## src/rtl/c6502_pkg.sv

```systemverilog
// Shared types, opcode decode and constants for the 6502 subset core.
package c6502_pkg;

  typedef enum logic [1:0] {
    CMD_WRITE = 2'd0,
    CMD_READ  = 2'd1,
    CMD_EXEC  = 2'd2,
    CMD_NONE  = 2'd3
  } cmd_t;

  typedef enum logic [3:0] {
    M_IMP, M_IMM, M_ZP, M_ZPX, M_ZPY, M_ABS, M_ABX, M_ABY, M_INX, M_INY
  } mode_t;

  typedef enum logic [3:0] {
    O_LDA, O_LDX, O_LDY, O_STA, O_STX, O_STY,
    O_TAX, O_TXA, O_TAY, O_TYA, O_ADC, O_SBC, O_BAD
  } oper_t;

  typedef enum logic [3:0] {
    S_IDLE, S_HRD, S_OPC, S_OP1, S_OP2, S_PLO, S_PHI, S_EXEC, S_DONE
  } state_t;

  typedef struct packed {
    oper_t oper;
    mode_t mode;
  } dec_t;

  typedef struct packed {
    logic [7:0] value;
    logic [7:0] flags;
  } alu_res_t;

  localparam logic [7:0]  FLAG_N      = 8'h80;
  localparam logic [7:0]  FLAG_V      = 8'h40;
  localparam logic [7:0]  FLAG_Z      = 8'h02;
  localparam logic [7:0]  FLAG_C      = 8'h01;
  localparam logic [7:0]  FLAG_MASK   = 8'hC3;
  localparam logic [15:0] START_RESET = 16'h8000;

  function automatic dec_t decode(input logic [7:0] op);
    dec_t d;
    d.oper = O_BAD;
    d.mode = M_IMP;
    unique case (op)
      8'hA9: d = '{O_LDA, M_IMM};
      8'hA5: d = '{O_LDA, M_ZP};
      8'hB5: d = '{O_LDA, M_ZPX};
      8'hAD: d = '{O_LDA, M_ABS};
      8'hBD: d = '{O_LDA, M_ABX};
      8'hB9: d = '{O_LDA, M_ABY};
      8'hA1: d = '{O_LDA, M_INX};
      8'hB1: d = '{O_LDA, M_INY};
      8'hA2: d = '{O_LDX, M_IMM};
      8'hA6: d = '{O_LDX, M_ZP};
      8'hB6: d = '{O_LDX, M_ZPY};
      8'hAE: d = '{O_LDX, M_ABS};
      8'hBE: d = '{O_LDX, M_ABY};
      8'hA0: d = '{O_LDY, M_IMM};
      8'hA4: d = '{O_LDY, M_ZP};
      8'hB4: d = '{O_LDY, M_ZPX};
      8'hAC: d = '{O_LDY, M_ABS};
      8'hBC: d = '{O_LDY, M_ABX};
      8'h85: d = '{O_STA, M_ZP};
      8'h95: d = '{O_STA, M_ZPX};
      8'h8D: d = '{O_STA, M_ABS};
      8'h9D: d = '{O_STA, M_ABX};
      8'h99: d = '{O_STA, M_ABY};
      8'h81: d = '{O_STA, M_INX};
      8'h91: d = '{O_STA, M_INY};
      8'h86: d = '{O_STX, M_ZP};
      8'h96: d = '{O_STX, M_ZPY};
      8'h8E: d = '{O_STX, M_ABS};
      8'h84: d = '{O_STY, M_ZP};
      8'h94: d = '{O_STY, M_ZPX};
      8'h8C: d = '{O_STY, M_ABS};
      8'hAA: d = '{O_TAX, M_IMP};
      8'h8A: d = '{O_TXA, M_IMP};
      8'hA8: d = '{O_TAY, M_IMP};
      8'h98: d = '{O_TYA, M_IMP};
      8'h69: d = '{O_ADC, M_IMM};
      8'h65: d = '{O_ADC, M_ZP};
      8'h75: d = '{O_ADC, M_ZPX};
      8'h6D: d = '{O_ADC, M_ABS};
      8'h7D: d = '{O_ADC, M_ABX};
      8'h79: d = '{O_ADC, M_ABY};
      8'h61: d = '{O_ADC, M_INX};
      8'h71: d = '{O_ADC, M_INY};
      8'hE9: d = '{O_SBC, M_IMM};
      default: d = '{O_BAD, M_IMP};
    endcase
    return d;
  endfunction

endpackage

```

## src/rtl/c6502_alu.sv

```systemverilog
// Result and flag logic for loads, transfers, ADC and SBC.
module c6502_alu import c6502_pkg::*; (
  input  oper_t      oper,
  input  logic [7:0] acc,
  input  logic [7:0] operand,
  input  logic [7:0] flags_in,
  output alu_res_t   res
);

  logic [7:0] m;
  logic [8:0] sum;
  logic [7:0] r;
  logic [7:0] f;

  always_comb begin
    m   = (oper == O_SBC) ? ~operand : operand;
    sum = {1'b0, acc} + {1'b0, m} + {8'd0, flags_in[0]};
    f   = flags_in & FLAG_MASK;
    if (oper == O_ADC || oper == O_SBC) begin
      r = sum[7:0];
      f = f & ~(FLAG_C | FLAG_V);
      if (sum[8]) begin
        f = f | FLAG_C;
      end
      if (((acc ^ r) & (m ^ r) & 8'h80) != 8'd0) begin
        f = f | FLAG_V;
      end
    end else begin
      r = operand;
    end
    f = f & ~(FLAG_N | FLAG_Z);
    if (r == 8'd0) begin
      f = f | FLAG_Z;
    end
    if (r[7]) begin
      f = f | FLAG_N;
    end
    res.value = r;
    res.flags = f;
  end

endmodule

```

## config.mk

```make
export PLATFORM = sky130hd
export DESIGN_NAME = c6502_alu
export DESIGN_NICKNAME = d
export VERILOG_FILES = /design/src/rtl/c6502_pkg.sv /design/src/rtl/c6502_alu.sv
export SDC_FILE = /design/constraint.sdc
export NUM_CORES = 1
export LEC_CHECK = 0
export BUFFER_PORTS_ARGS = -buffer_cell sky130_fd_sc_hd__buf_2
export CAP_MARGIN = 15
export CORE_MARGIN = 2
export CORE_UTILIZATION = 40
export DETAILED_ROUTE_END_ITERATION = 8
export PLACE_DENSITY = 0.76
export SLEW_MARGIN = 20
export SYNTH_ARGS = -nofsm -noshare
export SYNTH_HDL_FRONTEND = slang
export SYNTH_SLANG_ARGS = --single-unit
```

## constraint.sdc

```tcl
create_clock -name vclk -period 4.45
set_input_delay 0.445 -clock vclk [all_inputs]
set_output_delay 0.445 -clock vclk [all_outputs]
set_load 0.005 [all_outputs]
```

[After elaboration in Yosys (flattened, before gate mapping)]
Index checks and enable logic that the tools add are counted.
Word-level totals
  flip-flop bits (word level): 0
  input bits: 28
  output and inout bits: 16
  word-level logic and storage cells: 17
Cells by class
  add/subtract/negate cells: 2
  reductions and logical operators: 2
  muxes and demuxes: 7
  eq/ne operators: 2
  bitwise gates (word level): 4
Operators with widths (number)
  2-to-1 mux 8 bit: 3
  bitwise XOR 8 bit: 2
  2-to-1 mux 7 bit: 2
  adder 8 x 8 -> 9 bit: 1
  adder 9 x 1 -> 9 bit: 1
  bitwise AND 8 bit: 1
  == test 4 bit, second input constant: 2
  zero test 8 bit: 1
  NOT 8 bit: 1
  2-to-1 mux 2 bit: 1
  logical OR 1 bit: 1
  2-to-1 mux 1 bit: 1

[Depth between registers and ports, before layout]
Gate-level depths: netlist (run 1).
  depth in word-level cells: 10
  gate-level depth with buffers: 11
  depth with buffers taken out: 10

[Least setup slack after synthesis (run 1)]
Ideal clock, no wire load.
  kind: input to output
  start point: input port oper[2]
  end point: output port res[1] in the netlist's numbering
  data arrival time: 3.041 ns
  buffers on the path: 1
  stages on the path: 11
  slack: 0.964 ns
  required time: 4.005 ns
  cells stage by stage: and3b_1 > buf_6 > nand2_8 > xnor2_1 > fa_1 > fa_1 > a211oi_2 > o21ba_2 > o31ai_1 > or4b_1 > nor4_2
RTL lines
  start, declared: line c6502_alu.sv:3  | input oper_t oper,
  end, declared: line c6502_alu.sv:7  | output alu_res_t res

==> results of run 1 <==
-- cells in the mapped netlist, drive strengths merged --
cell type	instances
nand2b	1
or3	1
fa	2
nor4b	1
conb	1
a211o	1
mux2i	1
ha	7
nor3	3
o31ai	2
o211ai	1
dlygate4sd1	1
o22ai	1
or4b	1
buf	6
a21oi	2
a211oi	4
nor2	6
o21a	2
nor3b	4
a31oi	1
mux2	2
or4	2
nand2	5
nand3	2
o21bai	1
nor2b	1
clkbuf	1
o21ai	8
xnor2	9
o21ba	2
nand3b	1
and3b	1
nor4	1
-- logic make-up after synthesis --
kind of cell / count (synthesis)
AO/OA/AOI/OAI: 25
XOR/XNOR: 9
adder cells (fa/ha/maj): 9
buffers and inverters: 8
multiplexers: 3
other: 1
AND/OR/NAND/NOR: 30
-- worst max-delay path by stage --
stage             from      to  cells after the start
6_report       oper[2]  res[1]                     12
5_1_grt        oper[2]  res[1]                     12
4_1_cts        oper[2]  res[1]                     12
3_5_place_dp   oper[2]  res[1]                     12
3_3_place_gp   oper[2]  res[1]                     12
2_1_floorplan  oper[2]  res[1]                     11
-- critical path: cells and delay by family --
family / cells / cell delay (ps)
AOI/OAI and AO/OA: 3 / 570
xor gates and xnor gates: 1 / 160
adders and majority gates: 2 / 880
buffers and inverters: 2 / 250
and+or+nand+nor: 4 / 1310
-- routing by layer --
layer | share of wire, % | vias to the layer above
met5 | 0 | -
met4 | 0 | 0
met3 | 5.0 | 0
met2 | 49 | 23
met1 | 46 | 334
li1 | - | 370
-- final cells by class --
class | count | area (µm²) | share of cell area, %
multi-input cells | 80 | 637 | 77.0
repair buffers | 34 | 170 | 20.6
well taps | 16 | 20.0 | 2.42
-- stage by stage --
stage                     utilization [%]  setup slack [ps]
after global routing                 53.0               167
after detailed placement             53.0               393
after floorplan                         -               964
final                                53.0               376
after global placement               53.0               392
after CTS                            53.0               349
-- power by group through the flow --
stage | registers, mW | clock network [mW] | logic (mW)
floorplan | 0 | 0 | 0.0752
global placement | 0 | 0 | 0.101
detailed placement | 0 | 0 | 0.104
CTS | 0 | 0 | 0.105
global route | 0 | 0 | 0.117
finish | 0 | 0 | 0.104
==> impl_metrics.py, run 1 <==
metrics = {
    "logic_synthesis": {
        "syn_area_per_cell_um2": 8.08,
        "yosysTopAreaCell": "ha_1",
        "synthSimpleGateAreaFrac_pct": 29.0,
        "synth_top_family_by_area": "simple AND/OR/NAND/NOR gates",
        "netlist_area_um2": 687,
        "yosys.area_share.xor_xnor_pct": 11.5,
        "synth_area_leaders": "ha_1, xnor2_1, fa_1",
        "synth_top_cell_area_share_pct": 12.8,
        "yosysSeqAreaShare_pct": 0,
        "synthMuxAreaShare_pct": 5.83,
        "yosysWarnings": 0,
        "ys_types": 40,
        "synthAdderAreaFrac_pct": 18.6,
        "synth_compound_area_share_pct": 25.7,
        "syn_inst": 85,
    },
    "worst_hold_path": {
        "hold_depth": 4,
        "min-delay-path-class": "in -> out",
        "hold-path-endpoint": "res[6]",
        "holdCritStartpoint": "flags_in[6]",
    },
    "detailed_routing": {
        "via_count": 727,
        "wl_per_cell_um": 12.6,
        "via_per_inst": 5.59,
        "drt_iter0_drc": 4,
        "wirelength_um": 1640,
        "drt_first_pass_iters": 4,
        "drc_errors": 0,
        "drtAntennaViolNets": 0,
    },
    "final_layout": {
        "final_cell_mix": "buf_2, xnor2_1, ha_1, nor2_1, o21ai_0",
        "fin_area_um2": 827,
        "seq_cell_count": 0,
        "syn2layout_area_growth_pct": 20.4,
        "nets": 153,
        "nClkBuffers": 0,
        "antenna_cells": 0,
        "seq_area_um2": 0,
        "nFillCells": 161,
        "final_cells": 130,
        "drive_gt1_share_pct": 36.8,
        "final_common_cell": "buf_2",
    },
    "power": {
        "powerDensity_nw_per_um2": 126,
        "pwr-share-clk_pct": 0,
        "power_switching_mw": 0.0540,
        "ir_drop_mv": 0.0482,
        "p_comb_share_pct": 100.0,
        "pwr-share-seq_pct": 0,
        "finalPower_mw": 0.104,
        "p_leak_nw": 0.373,
        "p_int_mw": 0.0504,
        "p_sw_share_pct": 51.8,
    },
    "clock_network": {
        "cts_resized": 0,
        "post_cts_buffers": 0,
        "holdBufCountCts": 0,
    },
    "timing": {
        "relSlewSlack_pct": 57.8,
        "fin_hold_ws_ps": 1230,
        "hold_viol_final": 0,
        "period_needed_ps": 4070,
        "setup_tns_ps": 0,
        "fmax_mhz": 245,
        "worstMarginPinSlew_ps": 630,
        "setup_violations": 0,
        "finalCritPeriodShare_pct": 91.6,
        "rsz0062_at_grt": "false",
        "report.final.slew_viol_count": 0,
    },
    "floorplanning": {
        "dieHeight_um": 45.4,
        "core_area_um2": 1560,
        "dieArea_um2": 2060,
        "design.portCount": 44,
        "start_util_pct": 44.1,
        "rows": 14,
        "fp.dieW_um": 45.4,
    },
    "placed_design": {
        "placed_area_um2": 827,
        "port-buffer-count": 34,
        "place_hpwl_um": 1380,
        "place_congestion": 0.778,
        "dp_cells": 130,
    },
    "setup_path": {
        "worstSetupPathType": "in -> out",
        "cp.required_ps": 4010,
        "path_cells": "buf_2 -> and3b_1 -> nand2_8 -> xnor2_1 -> fa_1 -> fa_1 -> a211oi_2 -> o21ba_2 -> o31ai_1 -> or4b_1 -> nor4_2 -> buf_2",
        "crit_fanout": 8,
        "cpPeakStageDelay_ps": 560,
        "slowest_stage": "or4b_1",
        "end_kind": "output port",
        "arrival_ps": 3630,
        "start_kind": "input port",
    },
    "global_route": {
        "grt_pass1_vias": 626,
        "use_met1_pct": 23.3,
        "antenna_found_initial": 0,
        "grt_pass1_wl_um": 2620,
        "grt_busiest_layer": "met2",
        "grt_max_degree": 18,
        "grt_util_met3_pct": 0.397,
        "grt_use_met2_pct": 29.3,
        "grt-ovfl-total": 0,
        "grt_use_total_pct": 16.4,
    },
    "outcome": {
        "status": "completed",
    },
    "run": {
        "cap_violations": 0,
    },
}
Power figures use the tool's default switching activity.
==> inputs of run 2 (changes only) <==
--- a/config.mk
+++ b/config.mk
@@ -12,4 +12,5 @@
 export DETAILED_ROUTE_END_ITERATION = 8
 export PLACE_DENSITY = 0.76
+export SKIP_LAST_GASP = 1
 export SLEW_MARGIN = 20
 export SYNTH_ARGS = -nofsm -noshare
==> constraint.sdc (replaced) <==
create_clock -name vclk -period 3.91
set_input_delay 0.782 -clock vclk [all_inputs]
set_output_delay 0.782 -clock vclk [all_outputs]
set_load 0.005 [all_outputs]
==> run 2 against run 1 <==
Net effect: the run now ends with setup timing left; sequential cell count is the same; final area grew 48%; routed wire length grew 57%; non-clock buffer count grew 27; power grew 90%; die area is the same; hold slack gained 710 ps; critical path type unchanged; critical endpoint unchanged; largest cell class unchanged.
==> impl_metrics.py, run 2 (synthesis gave the netlist of run 1 again) <==
metrics = {
    "detailed_routing": {
        "drtAntennaViolNets": 0,
        "drc_errors": 0,
        "drt_first_pass_iters": 4,
        "via_per_inst": 5.75,
        "drt_iter0_drc": 15,
        "wirelength_um": 2580,
        "via_count": 903,
        "wl_per_cell_um": 16.4,
    },
    "floorplanning": {
        "dieArea_um2": 2060,
        "start_util_pct": 44.1,
        "fp.dieW_um": 45.4,
        "dieHeight_um": 45.4,
        "core_area_um2": 1560,
        "design.portCount": 44,
        "rows": 14,
    },
    "final_layout": {
        "fin_util_pct": 78.7,
        "nFillCells": 89,
        "antenna_cells": 0,
        "final_cell_mix": "buf_2, buf_4, nor2_1",
        "seq_area_um2": 0,
        "nClkBuffers": 0,
        "final_common_cell": "buf_2",
        "drive_gt1_share_pct": 62.4,
        "nets": 180,
        "seq_cell_count": 0,
        "multiInputGateArea_um2": 802,
        "syn2layout_area_growth_pct": 78.7,
    },
    "global_route": {
        "grt_busiest_layer": "met2",
        "grt_use_total_pct": 22.9,
        "grt_pass1_wl_um": 3550,
        "grt_util_met3_pct": 1.59,
        "grt_max_degree": 10,
        "grt_pass1_vias": 888,
        "antenna_found_initial": 0,
        "grt_use_met2_pct": 47.6,
        "grt-ovfl-total": 0,
        "use_met1_pct": 22.7,
    },
    "timing": {
        "hold_viol_final": 0,
        "setup_violations": 7,
        "period_needed_ps": 4220,
        "rsz0062_at_grt": "true",
        "finalCritPeriodShare_pct": 108,
        "fin_hold_ws_ps": 1940,
        "finalWorstSetupSlack_ps": -306,
        "report.final.slew_viol_count": 0,
        "fmax_mhz": 237,
    },
    "placed_design": {
        "place_hpwl_um": 1530,
        "place_congestion": 0.796,
        "port-buffer-count": 34,
        "dp_slack_ps": -343,
    },
    "worst_hold_path": {
        "hold_depth": 4,
        "min-delay-path-class": "in -> out",
        "holdCritStartpoint": "operand[2]",
        "hold-path-endpoint": "res[10]",
    },
    "setup_path": {
        "path_cells": "buf_6 -> and3b_2 -> nand2_8 -> xnor2_4 -> fa_2 -> fa_2 -> a211oi_2 -> o21ba_2 -> o31ai_2 -> or4b_4 -> nor4_2 -> buf_2",
        "slowest_stage": "or4b_4",
        "end_kind": "output port",
        "crit_buf_inv": 2,
        "cpPeakStageDelay_ps": 520,
        "cp.required_ps": 3130,
        "path_common_cell": "fa_2",
        "crit_fanout": 2,
        "arrival_ps": 3430,
        "crit_family": "simple AND/OR/NAND/NOR gates",
        "start_kind": "input port",
        "worstSetupPathType": "in -> out",
    },
    "run": {
        "cap_violations": 0,
    },
    "outcome": {
        "status": "finished, violations left",
        "violations": "setup timing",
    },
    "power": {
        "finalPower_mw": 0.198,
        "ir_drop_mv": 0.114,
        "powerDensity_nw_per_um2": 162,
        "p_leak_nw": 0.569,
    },
    "clock_network": {
        "holdBufCountCts": 0,
    },
}
run 2: how the worst max path moves through the flow:
stage / startpoint / end / slack (ps) / cells after the start
floorplan: oper[2] / res[1] / -100 / 11
global placement: oper[2] / res[1] / -320 / 12
detailed placement: oper[2] / res[1] / -340 / 12
CTS: oper[2] / res[1] / -280 / 12
global route: oper[2] / res[1] / -370 / 12
finish: oper[2] / res[1] / -310 / 12
run 2: metrics by stage:
step                      cells  setup TNS, ps  cell area [µm²]
after floorplan              88           -101              703
after global placement      150           -867              982
after detailed placement    150          -1160              982
after CTS                   154           -752             1130
after global routing        157          -1570             1230
final                       157           -931             1230
run 2: what timing repair did:
item                                    CTS  global route
endpoints found under the setup margin    8             8
buffers inserted                          4             3
endpoints found under the hold margin     0             0
cloned                                    0             0
resized for setup                        19            13
pin swaps                                13            14
run 2: final cells by class:
cell class                      instances  share of cell area (%)
Multi-Input combinational cell         80                    65.3
Tap cell                               16                    1.63
Timing Repair Buffer                   61                    33.0
run 2: where the power goes:
part | internal [mW] | total, mW | switching [mW]
sequential | 0 | 0 | 0
combinational | 0.105 | 0.198 | 0.0931
clock | 0 | 0 | 0
run 2: per-layer routing:
layer,part of all wire [%],vias to the layer above
met1,38,433
met2,53,39
met5,0,-
met3,5.2,8
met4,3.3,0
li1,-,423
